`src/hw/rtl/bfsh_pkg.sv`:
```
// bfsh_pkg: shared types, constants and seed table of the seven-hash bloom filter
// used by every module under hw/rtl; no dependencies
`default_nettype none

package bfsh_pkg;

    localparam int MAX_FILTER_BITS_DEF = 65536;
    localparam int HASH_COUNT_DEF      = 7;

    localparam int SEED_SLOTS = 7;
    localparam int SEED_W     = 6;
    localparam int HASH_W     = 16;
    localparam int BYTE_W     = 8;
    // widest running value: 65535 * 37 + 255 fits in 22 bits
    localparam int PROD_W     = 22;
    localparam int ROW_BITS   = 32;
    localparam int BIT_SEL_W  = 5;

    localparam logic [HASH_W-1:0] FILTER_BITS_RST = 16'hFFFF;

    localparam logic [SEED_W-1:0] SEEDS [SEED_SLOTS] =
        '{6'd3, 6'd5, 6'd7, 6'd11, 6'd13, 6'd31, 6'd37};

    localparam logic CMD_ADD   = 1'b0;
    localparam logic CMD_CHECK = 1'b1;

    typedef enum logic [3:0] {
        S_CLR,
        S_IDLE,
        S_MUL,
        S_CMP,
        S_DIVH,
        S_IDX,
        S_DIVI,
        S_RD,
        S_CHK,
        S_FIN
    } state_t;

    typedef struct packed {
        logic load_in;
        logic mul;
        logic hash_from_tmp;
        logic hash_from_rem;
        logic div_hash;
        logic div_idx;
        logic idx_from_hash;
        logic idx_from_rem;
        logic mem_rd;
        logic mem_set;
        logic ans_upd;
        logic hash_clr;
        logic k_clr;
        logic k_inc;
        logic clr_wr;
        logic out_load;
    } ctrl_cmd_t;

    typedef struct packed {
        logic gt_mod;
        logic idx_big;
        logic div_done;
        logic k_last;
        logic clr_last;
        logic last_item;
        logic cmd_check;
    } dp_status_t;

endpackage

`default_nettype wire

```
`src/hw/rtl/bfsh_ctrl.sv`:
```
// bfsh_ctrl: sequencer for clearing pass, per-byte hash updates and key-end bit accesses
// depends on bfsh_pkg for state and command types
`default_nettype none

module bfsh_ctrl (
    input  wire logic                  aclk,
    input  wire logic                  aresetn,
    input  wire logic                  in_valid,
    output logic                       in_ready,
    output logic                       out_valid,
    input  wire logic                  out_ready,
    input  wire bfsh_pkg::dp_status_t  status,
    output bfsh_pkg::ctrl_cmd_t        cmd
);

    bfsh_pkg::state_t state_reg;
    bfsh_pkg::state_t state_next;
    logic             out_valid_reg;
    logic             out_valid_next;

    always_ff @(posedge aclk) begin
        if (!aresetn) begin
            state_reg     <= bfsh_pkg::S_CLR;
            out_valid_reg <= 1'b0;
        end else begin
            state_reg     <= state_next;
            out_valid_reg <= out_valid_next;
        end
    end

    always_comb begin
        state_next     = state_reg;
        cmd            = '0;
        in_ready       = 1'b0;
        out_valid_next = out_valid_reg && !out_ready;
        unique case (state_reg)
            bfsh_pkg::S_CLR: begin
                cmd.clr_wr = 1'b1;
                if (status.clr_last) begin
                    state_next = bfsh_pkg::S_IDLE;
                end
            end
            bfsh_pkg::S_IDLE: begin
                in_ready = 1'b1;
                if (in_valid) begin
                    cmd.load_in = 1'b1;
                    cmd.k_clr   = 1'b1;
                    state_next  = bfsh_pkg::S_MUL;
                end
            end
            bfsh_pkg::S_MUL: begin
                cmd.mul    = 1'b1;
                state_next = bfsh_pkg::S_CMP;
            end
            bfsh_pkg::S_CMP, bfsh_pkg::S_DIVH: begin
                if (state_reg == bfsh_pkg::S_CMP && status.gt_mod) begin
                    cmd.div_hash = 1'b1;
                    state_next   = bfsh_pkg::S_DIVH;
                end else if (state_reg == bfsh_pkg::S_CMP || status.div_done) begin
                    cmd.hash_from_tmp = (state_reg == bfsh_pkg::S_CMP);
                    cmd.hash_from_rem = (state_reg == bfsh_pkg::S_DIVH);
                    if (!status.k_last) begin
                        cmd.k_inc  = 1'b1;
                        state_next = bfsh_pkg::S_MUL;
                    end else if (status.last_item) begin
                        cmd.k_clr  = 1'b1;
                        state_next = bfsh_pkg::S_IDX;
                    end else begin
                        state_next = bfsh_pkg::S_IDLE;
                    end
                end
            end
            bfsh_pkg::S_IDX: begin
                if (status.idx_big) begin
                    cmd.div_idx = 1'b1;
                    state_next  = bfsh_pkg::S_DIVI;
                end else begin
                    cmd.idx_from_hash = 1'b1;
                    state_next        = bfsh_pkg::S_RD;
                end
            end
            bfsh_pkg::S_DIVI: begin
                cmd.idx_from_rem = 1'b1;
                state_next       = bfsh_pkg::S_RD;
            end
            bfsh_pkg::S_RD: begin
                cmd.mem_rd = 1'b1;
                state_next = bfsh_pkg::S_CHK;
            end
            bfsh_pkg::S_CHK: begin
                cmd.mem_set = !status.cmd_check;
                cmd.ans_upd = status.cmd_check;
                if (status.k_last) begin
                    state_next = bfsh_pkg::S_FIN;
                end else begin
                    cmd.k_inc  = 1'b1;
                    state_next = bfsh_pkg::S_IDX;
                end
            end
            bfsh_pkg::S_FIN: begin
                if (!out_valid_reg || out_ready) begin
                    cmd.out_load   = 1'b1;
                    cmd.hash_clr   = 1'b1;
                    out_valid_next = 1'b1;
                    state_next     = bfsh_pkg::S_IDLE;
                end
            end
            default: begin
                state_next = bfsh_pkg::S_IDLE;
            end
        endcase
    end

    assign out_valid = out_valid_reg;

endmodule

`default_nettype wire

```
`config.mk`:
```
export PLATFORM = sky130hd
export DESIGN_NAME = bfsh_ctrl
export DESIGN_NICKNAME = d
export VERILOG_FILES = /design/src/hw/rtl/bfsh_pkg.sv /design/src/hw/rtl/bfsh_ctrl.sv
export SDC_FILE = /design/constraint.sdc
export NUM_CORES = 1
export LEC_CHECK = 0
export BUFFER_PORTS_ARGS = -buffer_cell sky130_fd_sc_hd__buf_2
export CAP_MARGIN = 25
export CORE_MARGIN = 2
export CORE_UTILIZATION = 40
export DETAILED_ROUTE_END_ITERATION = 12
export PLACE_DENSITY = 0.67
export SYNTH_ARGS = -nofsm -noshare
export SYNTH_HDL_FRONTEND = slang
export SYNTH_SLANG_ARGS = --single-unit
```
`constraint.sdc`:
```
create_clock -name aclk -period 1.7 [get_ports aclk]
set_input_delay 0.34 -clock aclk [delete_from_list [all_inputs] [get_ports aclk]]
set_output_delay 0.34 -clock aclk [all_outputs]
set_load 0.05 [all_outputs]
```
==> summary.md <==
| Metric | Value |
|---|---|
| Clock sinks | `5` |
| Initial antenna violation count | `0` |
| Synth warnings | `0` |
| Skew-Pair Late Insertion Delay | `0.27 ns` |
| IO buf count | `28` |
| Slowest cell on crit path | `a2111oi_0` |
| TritonCTS Buffers | `3` |
| DR WL/cell | `25.4 µm` |
| Register area | `113 µm²` |
| Area of the die | `1850 µm²` |
| Residual DRC count | `0` |
| Total Wirelength | `3.99 mm` |
| Crit-path max cell delay | `0.55 ns` |
| Async S/R FF share, synth | `0%` |
| Die W | `43.0 µm` |
| Largest fanout on the critical path | `4` |
| Area of the multi-input gates | `664 µm²` |
| Outcome | `complete, but fails checks` |
| CTS max path bufs | `2` |
| Cell mode on critical path | `buf_4` |
| WP data required | `1.79 ns` |
| Final ANT Viol Nets | `0` |
| Slew headroom | `52.9%` |
| Vias in the first global route | `885` |
| FF-to-FF path depth | `7` |
| Final hold vios | `0` |
| Mapped Nets | `94` |
| Synthesized flop and latch total | `5` |
| Period utilisation layout | `115%` |
| Gr usage total | `29.1%` |
| Fin nets | `153` |
| DP HPWL | `1.67 mm` |
| Pin count of the biggest net entering global routing | `13` |
| Worst-Margin Slew | `0.689 ns` |
| Worst Skew | `0.00695 ns` |
| Cell Chain, Critical Path | `buf_4, and2b_2, buf_6, buf_4, nor2_1, a2111oi_0, o21ai_0` |
| Avg Synthesized Cell Area | `7.34 µm²` |
| Setup crit end kind | `register` |
| Startpoint types | `register` |
| Reg2reg end | `state_reg[0]` |
| Starting Density | `41.4%` |
| Synth-to-Final Area Change | `132%` |
| Post-route setup slack | `-0.261 ns` |
| Root Driver | `clkbuf_4` |
| Post-layout min period | `1.96 ns` |
| Iteration-0 DRC Markers | `85` |
| Ant. Diodes | `0` |
| Mapped Area | `609 µm²` |
| DR vias | `1074` |
| Overall Power | `0.784 mW` |
| Ratio of cells with drive above 1 in the final layout | `75.9%` |
| Pleak | `0.582 nW` |
| Clock slew at reported path FFs | `0.06 ns` |
| Core area | `1470 µm²` |
| Placed cell areas | `1080 µm²` |
| Hold depth | `2` |
| Ports | `29` |
| Worst hold path type | `in2reg` |
| F_max | `0.510 GHz` |
| Hold endpoint | `state_reg[2]` |
| CTS tree | `built` |
| Via/cell ratio | `6.84` |
| Cell area after layout | `1420 µm²` |
| Sequential fraction of the synthesis area | `16.4%` |
| Violated checks | `negative setup slack` |
| Most used DFF post-synth | `dfxtp_1` |
| Overflow after GRT | `0` |
| First-pass GRT wire length | `4.05 mm` |
| Core Rows | `14` |
| Worst Hold Launch | `aresetn` |
| Worst path arrival time | `2.05 ns` |
| Htree depth | `1` |
| Slew Limit Fails | `0` |
| Reg2reg start | `state_reg[2]` |
| Synth Instances | `83` |
| Maxcap violations | `0` |
| Largest register FFs | `4` |
| RSZ-0062 raised after global routing | `yes` |
| RePlAce Congestion | `0.830` |
| Detailed Routing Iterations Pass 1 | `4` |
| Pwr Density | `553 nW/µm²` |
| DIE HEIGHT | `43.0 µm` |
| # setup viols final | `16` |
| Worst setup path class | `reg2reg` |
| Peak supply drop | `526 µV` |
| Post-synth EDFFs | `0` |
| Register-to-Register Setup Slack | `-0.26 ns` |
| FILL cells | `27` |
| Library cells used by synthesis | `36` |
==> final cells by class <==
cell class | count | area share, %
flip-flops and latches | 5 | 7.95
inverters | 4 | 1.33
well taps | 16 | 1.41
multi-input cells | 64 | 46.9
clock buffers | 4 | 1.86
repair buffers | 64 | 40.5
==> cells in the mapped netlist (3+ instances only) <==
library cell,count,area (µm²)
clkbuf_1,3,11.3
inv_1,4,15.0
nand2_1,5,18.8
buf_2,3,15.0
buf_4,3,22.5
nand2b_1,4,25.0
nor2b_1,3,18.8
nor2_1,7,26.3
nor3_1,7,35.0
a211oi_1,4,30.0
dfxtp_1,5,100
a21oi_1,4,20.0
==> metal layers <==
| layer | vias to the layer above | GRT usage (%) | wire length, µm |
|---|---|---|---|
| met1 | 495 | 35.0 | 1300 |
| met3 | 43 | 4.26 | 440 |
| met4 | 0 | 12.1 | 288 |
| met2 | 111 | 51.2 | 1970 |
| met5 | - | 0 | 0 |
| li1 | 425 | - | - |
==> through the flow <==
step / std cells / TNS (ns) / setup WS [ns] / hold slack (ns) / util, %
after floorplan: 83 / -0.634 / -0.372 / 0.458 / -
after global placement: 144 / -0.123 / -0.0639 / 0.639 / 73.1
after detailed placement: 144 / -0.225 / -0.130 / 0.643 / 73.1
after CTS: 153 / -1.11 / -0.180 / 0.383 / 87.4
after global routing: 157 / -2.25 / -0.317 / 0.392 / 96.3
final: 157 / -1.92 / -0.261 / 0.404 / 96.3
==> critical path, delay by kind of cell (launching register included) <==
kind	cells	cell delay (ns)
AND/OR/NAND/NOR	2	0.22
AO/OA/AOI/OAI	2	0.84
flip-flops	1	0.35
buffers and inverters	3	0.37
==> worst max-delay path by stage <==
stage / from / end / cells after the start
after global routing: state_reg[3] / cmd[3] / 5
after floorplan: state_reg[3] / cmd[3] / 5
after detailed placement: state_reg[1] / cmd[3] / 4
final: state_reg[2] / state_reg[0] / 7
after global placement: state_reg[1] / cmd[3] / 4
after CTS: state_reg[2] / cmd[6] / 5
==> cells by family after synthesis <==
family	after synthesis	synth area share, %
compound gates	22	28.5
buf+inv	14	12.3
flops	5	16.4
mux	2	3.49
simple gates	40	39.2
==> cell usage in the layout, fill, tap and decap left out, types with 2 or more instances in the layout <==
cell,count
buf_6,21
nand2b_4,3
nor2_2,2
nor2_1,2
buf_8,4
inv_1,3
buf_2,11
nor2b_4,3
clkbuf_4,3
nor2_4,3
nor3_1,2
dfxtp_4,3
a21oi_1,3
nor3_4,5
o21a_1,2
nand2_1,3
o31ai_1,2
a211oi_1,3
nand2_2,2
nand3b_1,2
buf_4,27
nor4_4,2
==> what timing repair did <==
item,4_1_cts,5_1_grt
resized for setup,46,27
buffers inserted,5,4
pin swaps,3,13
hold buffers,0,0
endpoints found under the setup margin,17,17
hold endpoints to repair,0,0
==> power breakdown <==
| part | switching, mW | total [mW] | internal [mW] |
|---|---|---|---|
| registers | 0.0189 | 0.144 | 0.125 |
| logic | 0.278 | 0.479 | 0.202 |
| clock network | 0.0705 | 0.161 | 0.0902 |
| total | 0.367 | 0.784 | 0.417 |
Note: power is estimated with default switching activity, not from simulation.
